===== src/rtl/core/pwfs_pkg.sv =====
// pwfs_pkg: shared constants and types for the parabolic window fir smoother
// no dependencies; used by pwfs_mac and parabolic_window_fir_smoother
`default_nettype none

package pwfs_pkg;

  localparam int MAX_WINDOW_DEF  = 64;
  localparam int SAMPLE_BITS_DEF = 16;

  // configuration port
  localparam int CFG_IDX_W    = 2;
  localparam int CFG_DATA_W   = 16;
  localparam int WIN_FIELD_W  = 7;
  localparam int WINDOW_RESET = 16;

  localparam logic [CFG_IDX_W-1:0] REG_WINDOW_LENGTH = 2'd0;
  localparam logic [CFG_IDX_W-1:0] REG_INITIAL_LEVEL = 2'd1;

  // commands from the sequencer to the mac unit
  typedef struct packed {
    logic load;    // request accepted: write sample and run one pass
    logic refill;  // history back to initial level, write position to zero
  } mac_cmd_t;

endpackage

`default_nettype wire


===== src/rtl/core/parabolic_window_fir_smoother.sv =====
// parabolic_window_fir_smoother: top level, config registers and sequencer
// depends on pwfs_pkg, pwfs_mac, pwfs_div
//
//   channel  dir  ports                           request taken when
//   in       in   in_valid in_stall in_sample     in_valid & !in_stall
//   out      out  out_valid out_stall out_smoothed out_valid & !out_stall
//   cfg      in   cfg_we cfg_idx cfg_data         cfg_we
//
// a request runs a mac pass and then a divide before its result reaches the output
// register, and the next request is taken once the sequencer is back in idle
// reset is synchronous; unwritten history entries read as the initial level
// through per-entry valid bits, so no clearing pass is run
// in_stall is high from acceptance until the result is in the output register;
// a held result in the output register does not stop the next request
`default_nettype none

module parabolic_window_fir_smoother #(
  parameter int MAX_WINDOW  = pwfs_pkg::MAX_WINDOW_DEF,
  parameter int SAMPLE_BITS = pwfs_pkg::SAMPLE_BITS_DEF
) (
  input  wire logic                               clk,
  input  wire logic                               rst_n,
  input  wire logic                               in_valid,
  output logic                                    in_stall,
  input  wire logic signed [SAMPLE_BITS-1:0]      in_sample,
  output logic                                    out_valid,
  input  wire logic                               out_stall,
  output logic signed      [SAMPLE_BITS-1:0]      out_smoothed,
  input  wire logic                               cfg_we,
  input  wire logic        [pwfs_pkg::CFG_IDX_W-1:0]  cfg_idx,
  input  wire logic        [pwfs_pkg::CFG_DATA_W-1:0] cfg_data
);
  import pwfs_pkg::*;

  localparam int CNT_W   = $clog2(MAX_WINDOW + 1);
  localparam int DEN_MAX = MAX_WINDOW * (MAX_WINDOW + 1) * (MAX_WINDOW + 2) / 6;
  localparam int DEN_W   = $clog2(DEN_MAX + 1);
  localparam int ACC_W   = DEN_W + SAMPLE_BITS;
  localparam int WIN_RST = (WINDOW_RESET > MAX_WINDOW) ? MAX_WINDOW : WINDOW_RESET;

  typedef enum logic [1:0] {S_IDLE, S_MAC, S_DIV, S_HOLD} state_t;

  state_t                         state_r, state_nxt;
  logic                           out_valid_r, out_valid_nxt;
  logic signed [SAMPLE_BITS-1:0]  out_smoothed_r, out_smoothed_nxt;

  logic        [CNT_W-1:0]        win_r, win_nxt;
  logic signed [SAMPLE_BITS-1:0]  init_r, init_nxt;
  logic                           refill;
  logic        [WIN_FIELD_W-1:0]  win_fld;
  logic [SAMPLE_BITS+CFG_DATA_W-1:0] lvl_ext;

  mac_cmd_t                       mac_cmd;
  logic                           mac_done;
  logic signed [ACC_W-1:0]        mac_acc;
  logic        [DEN_W-1:0]        mac_den;
  logic                           div_done;
  logic signed [SAMPLE_BITS-1:0]  div_quo;

  logic                           in_acc, out_free, res_ld;

  // configuration decode
  always_comb begin
    win_fld  = cfg_data[WIN_FIELD_W-1:0];
    lvl_ext  = {{SAMPLE_BITS{1'b0}}, cfg_data};
    win_nxt  = win_r;
    init_nxt = init_r;
    refill   = 1'b0;
    if (cfg_we) begin
      unique case (cfg_idx)
        REG_WINDOW_LENGTH: begin
          if (win_fld == '0) begin
            win_nxt = CNT_W'(1);
          end else if (int'(win_fld) > MAX_WINDOW) begin
            win_nxt = CNT_W'(MAX_WINDOW);
          end else begin
            win_nxt = CNT_W'(win_fld);
          end
          refill = 1'b1;
        end
        REG_INITIAL_LEVEL: begin
          init_nxt = $signed(lvl_ext[SAMPLE_BITS-1:0]);
          refill   = 1'b1;
        end
        default: ;
      endcase
    end
  end

  always_ff @(posedge clk) begin
    if (!rst_n) begin
      win_r  <= CNT_W'(WIN_RST);
      init_r <= '0;
    end else begin
      win_r  <= win_nxt;
      init_r <= init_nxt;
    end
  end

  assign in_stall = (state_r != S_IDLE);
  assign in_acc   = in_valid && !in_stall;
  assign out_free = !out_valid_r || !out_stall;
  assign res_ld   = ((state_r == S_DIV) && div_done && out_free) ||
                    ((state_r == S_HOLD) && out_free);

  assign mac_cmd.load   = in_acc;
  assign mac_cmd.refill = refill;

  pwfs_mac #(
    .MAX_WINDOW  (MAX_WINDOW),
    .SAMPLE_BITS (SAMPLE_BITS),
    .CNT_W       (CNT_W),
    .DEN_W       (DEN_W),
    .ACC_W       (ACC_W)
  ) u_mac (
    .clk      (clk),
    .rst_n    (rst_n),
    .cmd      (mac_cmd),
    .sample   (in_sample),
    .win      (win_r),
    .init_lvl (init_r),
    .done     (mac_done),
    .acc      (mac_acc),
    .den      (mac_den)
  );

  pwfs_div #(
    .NUM_W (ACC_W),
    .DEN_W (DEN_W),
    .Q_W   (SAMPLE_BITS)
  ) u_div (
    .clk   (clk),
    .rst_n (rst_n),
    .start (mac_done),
    .num   (mac_acc),
    .den   (mac_den),
    .done  (div_done),
    .quo   (div_quo)
  );

  // sequencer
  always_comb begin
    state_nxt        = state_r;
    out_valid_nxt    = out_valid_r;
    out_smoothed_nxt = out_smoothed_r;
    unique case (state_r)
      S_IDLE: if (in_acc) state_nxt = S_MAC;
      S_MAC:  if (mac_done) state_nxt = S_DIV;
      S_DIV:  if (div_done) state_nxt = out_free ? S_IDLE : S_HOLD;
      S_HOLD: if (out_free) state_nxt = S_IDLE;
      default: state_nxt = S_IDLE;
    endcase
    if (res_ld) begin
      out_valid_nxt    = 1'b1;
      out_smoothed_nxt = div_quo;
    end else if (out_valid_r && !out_stall) begin
      out_valid_nxt = 1'b0;
    end
  end

  always_ff @(posedge clk) begin
    if (!rst_n) begin
      state_r     <= S_IDLE;
      out_valid_r <= 1'b0;
    end else begin
      state_r     <= state_nxt;
      out_valid_r <= out_valid_nxt;
    end
    out_smoothed_r <= out_smoothed_nxt;
  end

  assign out_valid    = out_valid_r;
  assign out_smoothed = out_smoothed_r;

  a_mac_done_in_mac: assert property (@(posedge clk) disable iff (!rst_n)
    mac_done |-> state_r == S_MAC)
    else $error("mac pass finished outside its state");

  a_div_done_in_div: assert property (@(posedge clk) disable iff (!rst_n)
    div_done |-> state_r == S_DIV)
    else $error("divider finished outside its state");

  a_request_starts_mac: assert property (@(posedge clk) disable iff (!rst_n)
    in_acc |=> state_r == S_MAC)
    else $error("accepted request did not start a mac pass");

  a_no_overwrite: assert property (@(posedge clk) disable iff (!rst_n)
    res_ld |-> !(out_valid_r && out_stall))
    else $error("result loaded over a held output");

endmodule

`default_nettype wire


===== src/rtl/core/pwfs_mac.sv =====
// pwfs_mac: sample history memory and the shared multiply-accumulate pass
// depends on pwfs_pkg (mac_cmd_t)
`default_nettype none

module pwfs_mac #(
  parameter int MAX_WINDOW  = 64,
  parameter int SAMPLE_BITS = 16,
  parameter int CNT_W       = 7,
  parameter int DEN_W       = 16,
  parameter int ACC_W       = 32
) (
  input  wire logic                          clk,
  input  wire logic                          rst_n,
  input  wire pwfs_pkg::mac_cmd_t            cmd,
  input  wire logic signed [SAMPLE_BITS-1:0] sample,
  input  wire logic        [CNT_W-1:0]       win,
  input  wire logic signed [SAMPLE_BITS-1:0] init_lvl,
  output logic                               done,
  output logic signed      [ACC_W-1:0]       acc,
  output logic             [DEN_W-1:0]       den
);
  import pwfs_pkg::*;

  localparam int AW = (MAX_WINDOW > 1) ? $clog2(MAX_WINDOW) : 1;
  localparam int WW = 2 * CNT_W;
  localparam int PW = WW + 1 + SAMPLE_BITS;

  logic        [SAMPLE_BITS-1:0] mem [MAX_WINDOW];
  logic        [MAX_WINDOW-1:0]  valid_r;
  logic        [AW-1:0]          wp_r;

  logic                          issue_r;
  logic        [CNT_W-1:0]       h_r;
  logic        [AW-1:0]          k_r;

  logic                          s1_v_r, s2_v_r, s3_v_r, done_r;
  logic        [SAMPLE_BITS-1:0] rd_data_r;
  logic                          rd_ok_r;
  logic        [CNT_W-1:0]       kp1_r, nmk_r;
  logic        [WW-1:0]          weight_r;
  logic signed [SAMPLE_BITS-1:0] samp_r;
  logic signed [PW-1:0]          prod_r;
  logic        [DEN_W-1:0]       den_r;
  logic signed [ACC_W-1:0]       acc_r;

  logic        [AW-1:0]          wp_eff;
  logic        [CNT_W-1:0]       wp_inc;
  logic        [AW-1:0]          wp_nxt;
  logic        [CNT_W-1:0]       k_start;
  logic        [CNT_W-1:0]       k_inc;
  logic        [CNT_W-1:0]       h_inc;

  always_comb begin
    wp_eff  = (CNT_W'(wp_r) >= win) ? '0 : wp_r;
    wp_inc  = CNT_W'(wp_eff) + CNT_W'(1);
    wp_nxt  = (wp_inc == win) ? '0 : wp_inc[AW-1:0];
    // window position of the entry at address zero, counted from the oldest entry
    k_start = win - CNT_W'(wp_eff) - CNT_W'(1);
    k_inc   = CNT_W'(k_r) + CNT_W'(1);
    h_inc   = h_r + CNT_W'(1);
  end

  // history memory, one write per request, one registered read per cycle
  always_ff @(posedge clk) begin
    if (cmd.load) begin
      mem[wp_eff] <= sample;
    end
    rd_data_r <= mem[h_r[AW-1:0]];
  end

  // control: valid bits, write position, sweep and pipeline valids
  always_ff @(posedge clk) begin
    if (!rst_n) begin
      valid_r <= '0;
      wp_r    <= '0;
      issue_r <= 1'b0;
      s1_v_r  <= 1'b0;
      s2_v_r  <= 1'b0;
      s3_v_r  <= 1'b0;
      done_r  <= 1'b0;
    end else begin
      if (cmd.refill) begin
        valid_r <= '0;
        wp_r    <= '0;
      end else if (cmd.load) begin
        valid_r[wp_eff] <= 1'b1;
        wp_r            <= wp_nxt;
      end
      if (cmd.load) begin
        issue_r <= 1'b1;
      end else if (issue_r && h_inc == win) begin
        issue_r <= 1'b0;
      end
      s1_v_r <= issue_r;
      s2_v_r <= s1_v_r;
      s3_v_r <= s2_v_r;
      done_r <= s3_v_r && !s2_v_r && !s1_v_r && !issue_r;
    end
  end

  // datapath: address/window position, weight multiply, sample multiply, accumulate
  always_ff @(posedge clk) begin
    if (cmd.load) begin
      h_r   <= '0;
      k_r   <= k_start[AW-1:0];
      den_r <= '0;
      acc_r <= '0;
    end else begin
      if (issue_r) begin
        h_r     <= h_inc;
        k_r     <= (k_inc == win) ? '0 : k_inc[AW-1:0];
        kp1_r   <= k_inc;
        nmk_r   <= win - CNT_W'(k_r);
        rd_ok_r <= valid_r[h_r[AW-1:0]];
      end
      if (s1_v_r) begin
        weight_r <= WW'(kp1_r) * WW'(nmk_r);
        // an entry not written since refill or reset reads as the initial level
        samp_r   <= rd_ok_r ? $signed(rd_data_r) : init_lvl;
      end
      if (s2_v_r) begin
        prod_r <= PW'($signed({1'b0, weight_r})) * PW'(samp_r);
        den_r  <= den_r + DEN_W'(weight_r);
      end
      if (s3_v_r) begin
        acc_r <= acc_r + ACC_W'(prod_r);
      end
    end
  end

  assign done = done_r;
  assign acc  = acc_r;
  assign den  = den_r;

endmodule

`default_nettype wire


===== src/rtl/core/pwfs_div.sv =====
// pwfs_div: signed by unsigned restoring divider, one quotient bit per cycle
// truncates toward zero; no package dependencies
`default_nettype none

module pwfs_div #(
  parameter int NUM_W = 32,
  parameter int DEN_W = 16,
  parameter int Q_W   = 16
) (
  input  wire logic                    clk,
  input  wire logic                    rst_n,
  input  wire logic                    start,
  input  wire logic signed [NUM_W-1:0] num,
  input  wire logic        [DEN_W-1:0] den,
  output logic                         done,
  output logic signed      [Q_W-1:0]   quo
);

  localparam int CW = $clog2(NUM_W + 1);

  logic                   busy_r, fin_r, done_r, neg_r;
  logic [CW-1:0]          cnt_r;
  logic [DEN_W-1:0]       rem_r, den_r;
  logic [NUM_W-1:0]       sh_r;
  logic signed [Q_W-1:0]  quo_r;

  logic [DEN_W:0]         trial;
  logic                   take;

  always_comb begin
    trial = {rem_r, sh_r[NUM_W-1]};
    take  = (trial >= {1'b0, den_r});
  end

  always_ff @(posedge clk) begin
    if (!rst_n) begin
      busy_r <= 1'b0;
      fin_r  <= 1'b0;
      done_r <= 1'b0;
    end else begin
      fin_r  <= busy_r && (cnt_r == CW'(1));
      done_r <= fin_r;
      if (start) begin
        busy_r <= 1'b1;
      end else if (busy_r && cnt_r == CW'(1)) begin
        busy_r <= 1'b0;
      end
    end
  end

  always_ff @(posedge clk) begin
    if (start) begin
      neg_r <= num[NUM_W-1];
      // magnitude; the most negative value maps to its unsigned pattern
      sh_r  <= num[NUM_W-1] ? (~num + 1'b1) : num;
      rem_r <= '0;
      den_r <= den;
      cnt_r <= CW'(NUM_W);
    end else if (busy_r) begin
      rem_r <= take ? DEN_W'(trial - {1'b0, den_r}) : DEN_W'(trial);
      sh_r  <= {sh_r[NUM_W-2:0], take};
      cnt_r <= cnt_r - CW'(1);
    end
    if (fin_r) begin
      quo_r <= neg_r ? Q_W'(~sh_r + 1'b1) : Q_W'(sh_r);
    end
  end

  assign done = done_r;
  assign quo  = quo_r;

endmodule

`default_nettype wire

===== config.mk =====
export PLATFORM = sky130hd
export DESIGN_NAME = parabolic_window_fir_smoother
export DESIGN_NICKNAME = d
export VERILOG_FILES = /design/src/rtl/core/pwfs_pkg.sv /design/src/rtl/core/parabolic_window_fir_smoother.sv /design/src/rtl/core/pwfs_mac.sv /design/src/rtl/core/pwfs_div.sv
export SDC_FILE = /design/constraint.sdc
export NUM_CORES = 2
export LEC_CHECK = 0
export ABC_AREA = 1
export CAP_MARGIN = 20
export CELL_PAD_IN_SITES_DETAIL_PLACEMENT = 1
export CELL_PAD_IN_SITES_GLOBAL_PLACEMENT = 2
export CORE_ASPECT_RATIO = 1.25
export CORE_MARGIN = 1.5
export CORE_UTILIZATION = 47
export CTS_CLUSTER_DIAMETER = 30
export CTS_CLUSTER_SIZE = 20
export DETAILED_ROUTE_END_ITERATION = 8
export DONT_BUFFER_PORTS = 1
export HOLD_SLACK_MARGIN = 0.12
export PLACE_DENSITY = 0.9
export SLEW_MARGIN = 20
export SYNTH_ARGS = -nofsm -noshare
export SYNTH_HDL_FRONTEND = slang
export SYNTH_SLANG_ARGS = --single-unit
export TNS_END_PERCENT = 100

===== constraint.sdc =====
create_clock -name clk -period 13.8 [get_ports clk]
set_clock_uncertainty 0.2 [all_clocks]
set_input_delay 2.76 -clock clk [delete_from_list [all_inputs] [get_ports clk]]
set_output_delay 2.76 -clock clk [all_outputs]
set_load 0.1 [all_outputs]

[Word level (Yosys, flattened, before mapping)]
Memories as Yosys holds them, arrays and structs flattened. A register that Yosys moved wholly into a read port is not among the register bits.
Index checks and enable logic that the tools add are counted.
Storage, ports and cells
  flip-flop bits (word level): 344
  bits in writable memories: 1024
  input bits: 39
  output and inout port bits: 18
  logic and storage cells: 138
  memories: 1
Operators by class
  add/sub/neg operators: 12
  multipliers: 2
  $lt $le $gt $ge: 6
  equal/unequal tests: 12
  muxes and demuxes: 33
  bitwise logic cells: 5
  reduce and logical (&&, ||, !) cells: 36
Memory list
  u_mac.mem: depth 64, bits a word 16, rd ports 1, clocked after Yosys merged registers in 1, write ports 1, RTL line pwfs_mac.sv:28  | logic [SAMPLE_BITS-1:0] mem [MAX_WINDOW];
Operators by type and width (count)
  2-to-1 mux 32 bit: 3
  OR 64 bit: 1
  2-to-1 mux 16 bit: 3
  adder 32 x 1 -> 32 bit (second input constant): 1
  adder 32 x 31 -> 32 bit: 1
  NOT 32 bit: 1
  multiplier 15 x 16 -> 31 bit: 1
  2-to-1 mux 6 bit: 5
  equality test 7 bit: 3
  >= comparator 17 x 16 -> 1 bit: 1
  adder 16 x 1 -> 16 bit (second input constant): 1
  adder 16 x 14 -> 16 bit: 1
  NOT 16 bit: 1
  subtractor 16 bit: 1
  adder 6 x 1 -> 7 bit (second input constant): 2
  less-than comparator 6 x 7 -> 1 bit (second input constant): 2
  multiplier 7 x 7 -> 14 bit: 1
  2-to-1 mux 7 bit: 2
  2-to-1 mux 1 bit: 12
  nonzero test 2 bit: 6
  subtractor 6 x 1 -> 6 bit (second input constant): 2
  logical AND 1 bit: 11
  2-to-1 mux 2 bit: 5
  AND reduction 2 bit: 5
  21 further kinds: 34

[Depth between registers and ports, before layout]
  depth after elaboration: 7
  depth in mapped cells: 27
  depth with buffers taken out: 25

[Hierarchy]
From an unflattened synthesis, not the netlist that was laid out.
Unflattened totals
  cells, all modules: 6620
  area total of the unflattened synthesis: 69213.9 sq um
By module, submodules not included
  pwfs_mac: times used 1, cells each 5696, area each 61921.9 sq um, sequential area each 36134.7 sq um
  pwfs_div: times used 1, cells each 759, area each 5715.5 sq um, sequential area each 2452.4 sq um
  parabolic_window_fir_smoother: times used 1, cells each 165, area each 1576.5 sq um, sequential area each 1001.0 sq um

[Worst setup path after synthesis]
OpenSTA, ideal clock, no wires.
  path kind: register to register
  start: register u_mac.weight_r[1]
  end: register u_mac.prod_r[28], data pin
  library setup time: 0.262 ns
  arrival time: 5.500 ns
  data required time: 13.338 ns
  setup slack: 7.838 ns
  cell stages (with the launch flop): 18
  buffers on the path: 2
  period minus slack after synthesis: 5.962 ns
  path through: edfxtp_1 clkbuf_1 clkbuf_1 nand2_1 fa_1 fa_1 inv_1 fa_1 fa_1 fa_1 fa_1 ha_1 nand2_1 o21a_1 o221a_2 nand3_1 a21oi_1 xor2_1
Between the ends
  cells in the longest elaborated chain, start to end: 1
RTL lines
  start, declared: RTL line pwfs_mac.sv:40  | logic [WW-1:0] weight_r;
  start signal, assigned: RTL line pwfs_mac.sv:117  | weight_r <= WW'(kp1_r) * WW'(nmk_r);
  multiplier 15 x 16 -> 31 bit: RTL line pwfs_mac.sv:122  | prod_r <= PW'($signed({1'b0, weight_r})) * PW'(samp_r);
  end signal, assigned: RTL line pwfs_mac.sv:122
  end, declared: RTL line pwfs_mac.sv:42  | logic signed [PW-1:0] prod_r;
No other way between the ends.
A chain may end at the register's enable or synchronous reset.

[Worst setup path in the final report]
Same ends and word-level chain as after synthesis.

==> results.sh <==
export IMPL_worstRegToRegCells=15
export IMPL_clkTransAtPathRegs_ps=50
export IMPL_port_buffer_count=0
export IMPL_nNetsFinal=6966
export IMPL_period_needed_ps=6540
export IMPL_reg2reg_slack_ps=7260
export IMPL_layout_common_cells="1187 x edfxtp_1, 1069 x nor2_1, 825 x o21ai_0"
export IMPL_grt_antenna_before_repair=6
export IMPL_fin_cells=8588
export IMPL_dieArea_um2=148000
export IMPL_grt_pass1_wl_mm=328
export IMPL_drc=0
export IMPL_whs_ps=223
export IMPL_cp_endpoint="u_mac.prod_r[28]$_DFFE_PP_"
export IMPL_drv_slew=0
export IMPL_fp_dieH_um=429
export IMPL_path_class="reg2reg"
export IMPL_place_congestion=0.885
export IMPL_reg2reg_from="u_mac.weight_r[1]$_DFFE_PP_"
export IMPL_crit_path_start="u_mac.weight_r[1]$_DFFE_PP_"
export IMPL_synth_top_cell_by_area="edfxtp_1"
export IMPL_tns_ps=0
export IMPL_crit_required_ps=14210
export IMPL_crit_arrival_ps=6940
export IMPL_drtAntennaViolNets=0
export IMPL_start_kind="register"
export IMPL_drive_gt1_frac=0.0912
export IMPL_ctsResizeCount=0
export IMPL_min_path_type="reg2reg"
export IMPL_drt_wl_total_mm=216
export IMPL_finalSetupViolCount=0
export IMPL_clock_fmax_mhz=153
export IMPL_cts_max_level=5
export IMPL_grt_overflow_total=0
export IMPL_critPathCaptureType="register"
export IMPL_tightest_slew_ps=1260
export IMPL_placed_cells=8104
export IMPL_wl_per_cell_um=25.2
export IMPL_hold_viol=0
export IMPL_synth_area_top_cells="edfxtp_1 52%, fa_1 7.2%, o21ai_0 6.0%, nor2_1 5.9%, dfxtp_1 5.8%"
export IMPL_grt_pass1_vias=55220
export IMPL_clk_path_buf_depth=4
export IMPL_reg2reg_to="u_mac.prod_r[28]$_DFFE_PP_"
export IMPL_synth_cells=6435
export IMPL_vias_per_cell=5.86
export IMPL_grt_max_degree=181
export IMPL_ys_warn_count=0
export IMPL_hpwl_mm=130
export IMPL_syn_mean_instance_area_um2=10.6
export IMPL_drt_iter0_drc=3886
export IMPL_cts_num_sinks=1384
export IMPL_synth_edf_count=1187
export IMPL_cts_setup_buffers=0
export IMPL_core_um2=144000
export IMPL_die_x_um=344
export IMPL_synth_cell_area_um2=68300
export IMPL_netlist_area_leader_share=0.522
export IMPL_yosys_cell_types_count=57
export IMPL_leakage_nw=31.2
export IMPL_status="completed"
export IMPL_synth_seq_area_share=0.579
export IMPL_ioPinCount=57
export IMPL_hold_depth=0
export IMPL_drtPass1Iterations=7
export IMPL_hold_buffers=0
export IMPL_p_per_area_nw_per_um2=257
export IMPL_numCtsBuffers=278
export IMPL_ys_flop_type="edfxtp_1"
export IMPL_cts_root_buffer="clkbuf_16"
export IMPL_layout_commonest_cell="edfxtp_1"
export IMPL_initial_core_util=0.473
export IMPL_syn2layout_area_growth_pct=16.2
export IMPL_cts_tree="yes"
export IMPL_ir_worst_vdd_v=0.000451
export IMPL_ys_seq_elements=1384
export IMPL_slew_limit_headroom=0.159
export IMPL_ys_async_sr_fraction=0
export IMPL_track_usage=0.295
export IMPL_syn_nets=6913
export IMPL_grt_setup_unrepaired="no"
export IMPL_finalCritPeriodShare=0.474
export IMPL_rows=156
export IMPL_max_cap_viol_count=0
export IMPL_num_vias=50303
export IMPL_cp_max_fo=18
export IMPL_insertion_delay_ps=920
## critical path, stage by stage, from the launching register on
cell and delay, ps:
edfxtp_1 860, nand2_1 260, fa_1 630, fa_1 790, inv_1 190, fa_1 490, fa_1 570, fa_1 440
fa_1 470, ha_1 340, a21oi_1 190, o21a_1 170, o221a_2 180, nand3_1 160, a21oi_1 220, xor2_1 90
## stage by stage
step	instance area [um^2]	total power, mW	setup WS, ps	utilization
after global routing	79400	21.9	6860	0.550
final	79400	20.4	7260	0.550
after detailed placement	70200	13.8	7310	0.486
after floorplan	68300	11.5	7840	-
after global placement	70200	13.6	7410	0.486
after CTS	79400	20.6	7270	0.550
## how the worst min path moves through the flow
stage	startpoint	endpoint	slack, ps
floorplan	u_div.quo[0]$_DFFE_PP_	out_smoothed[0]$_DFFE_PP_	200
global placement	u_div.quo[15]$_DFFE_PP_	out_smoothed[15]$_DFFE_PP_	210
detailed placement	u_div.quo[4]$_DFFE_PP_	out_smoothed[4]$_DFFE_PP_	210
CTS	u_div.quo[15]$_DFFE_PP_	out_smoothed[15]$_DFFE_PP_	220
global route	u_div.quo[15]$_DFFE_PP_	out_smoothed[15]$_DFFE_PP_	230
finish	u_div.quo[15]$_DFFE_PP_	out_smoothed[15]$_DFFE_PP_	220
## synth_stat cells (4+ instances only)
| cell | count |
|---|---|
| a21boi_0 | 7 |
| a21o_1 | 10 |
| a21oi_1 | 176 |
| a21oi_2 | 6 |
| a31oi_1 | 14 |
| buf_2 | 79 |
| buf_4 | 9 |
| clkbuf_1 | 238 |
| dfxtp_1 | 197 |
| edfxtp_1 | 1187 |
| fa_1 | 247 |
| ha_1 | 192 |
| inv_1 | 709 |
| inv_2 | 8 |
| nand2_1 | 667 |
| nand2_2 | 11 |
| nand3_1 | 91 |
| nand4_1 | 16 |
| nor2_1 | 1071 |
| nor2_2 | 6 |
| nor2_4 | 4 |
| nor3_1 | 32 |
| nor4_1 | 6 |
| o211ai_1 | 43 |
| o21a_1 | 5 |
| o21ai_0 | 826 |
| o21ai_1 | 13 |
| o21bai_1 | 16 |
| o221a_2 | 8 |
| o221ai_1 | 34 |
| o22ai_1 | 291 |
| o311ai_1 | 5 |
| o32ai_1 | 13 |
| or2_2 | 7 |
| xnor2_1 | 39 |
| xor2_1 | 112 |
## layout make-up
type                       count  area, um^2
inverter                     719        2710
tap                         1896        2370
clock buffer                 332        7480
fill                       15110       65000
timing repair buffer         105         863
multi-input combinational   4000       24700
sequential                  1384       39600
clock inverter               150        1720
antenna                        2        5.00
## report_power, final
group | leakage [nW] | internal, mW | total, mW | switching (mW)
Clock | 4.45 | 4.42 | 6.67 | 2.25
Combinational | 14.5 | 3.19 | 8.51 | 5.32
Sequential | 12.3 | 5.07 | 5.22 | 0.151
Total | 31.2 | 12.7 | 20.4 | 7.72
## cells by family (layout without fill, tap and decap cells)
logic type / after synthesis / after routing / synth area share
xor gates and xnor gates: 151 / 151 / 0.0194
DFF: 1384 / 1384 / 0.579
buffers and inverters: 1051 / 1306 / 0.0600
and+or+nand+nor: 1925 / 1925 / 0.112
adders and majority gates: 439 / 439 / 0.107
AOI/OAI and AO/OA: 1485 / 1485 / 0.122
other: 0 / 2 / 0
## routing by layer
metal | part of all wire | up-vias | track usage
li1 | - | 22225 | -
met1 | 0.36 | 25433 | 0.328
met2 | 0.51 | 1987 | 0.520
met3 | 0.063 | 658 | 0.0538
met4 | 0.064 | 0 | 0.178
met5 | 0 | - | 0
## flip-flops by register name, summed over array words and instances (netlist names), 31 cells and up
register,count
u_mac.prod_r,31
u_div.sh_r,32
u_mac.mem,1024
u_mac.valid_r,64
u_mac.acc,32
(Power assumes the default switching activity.)
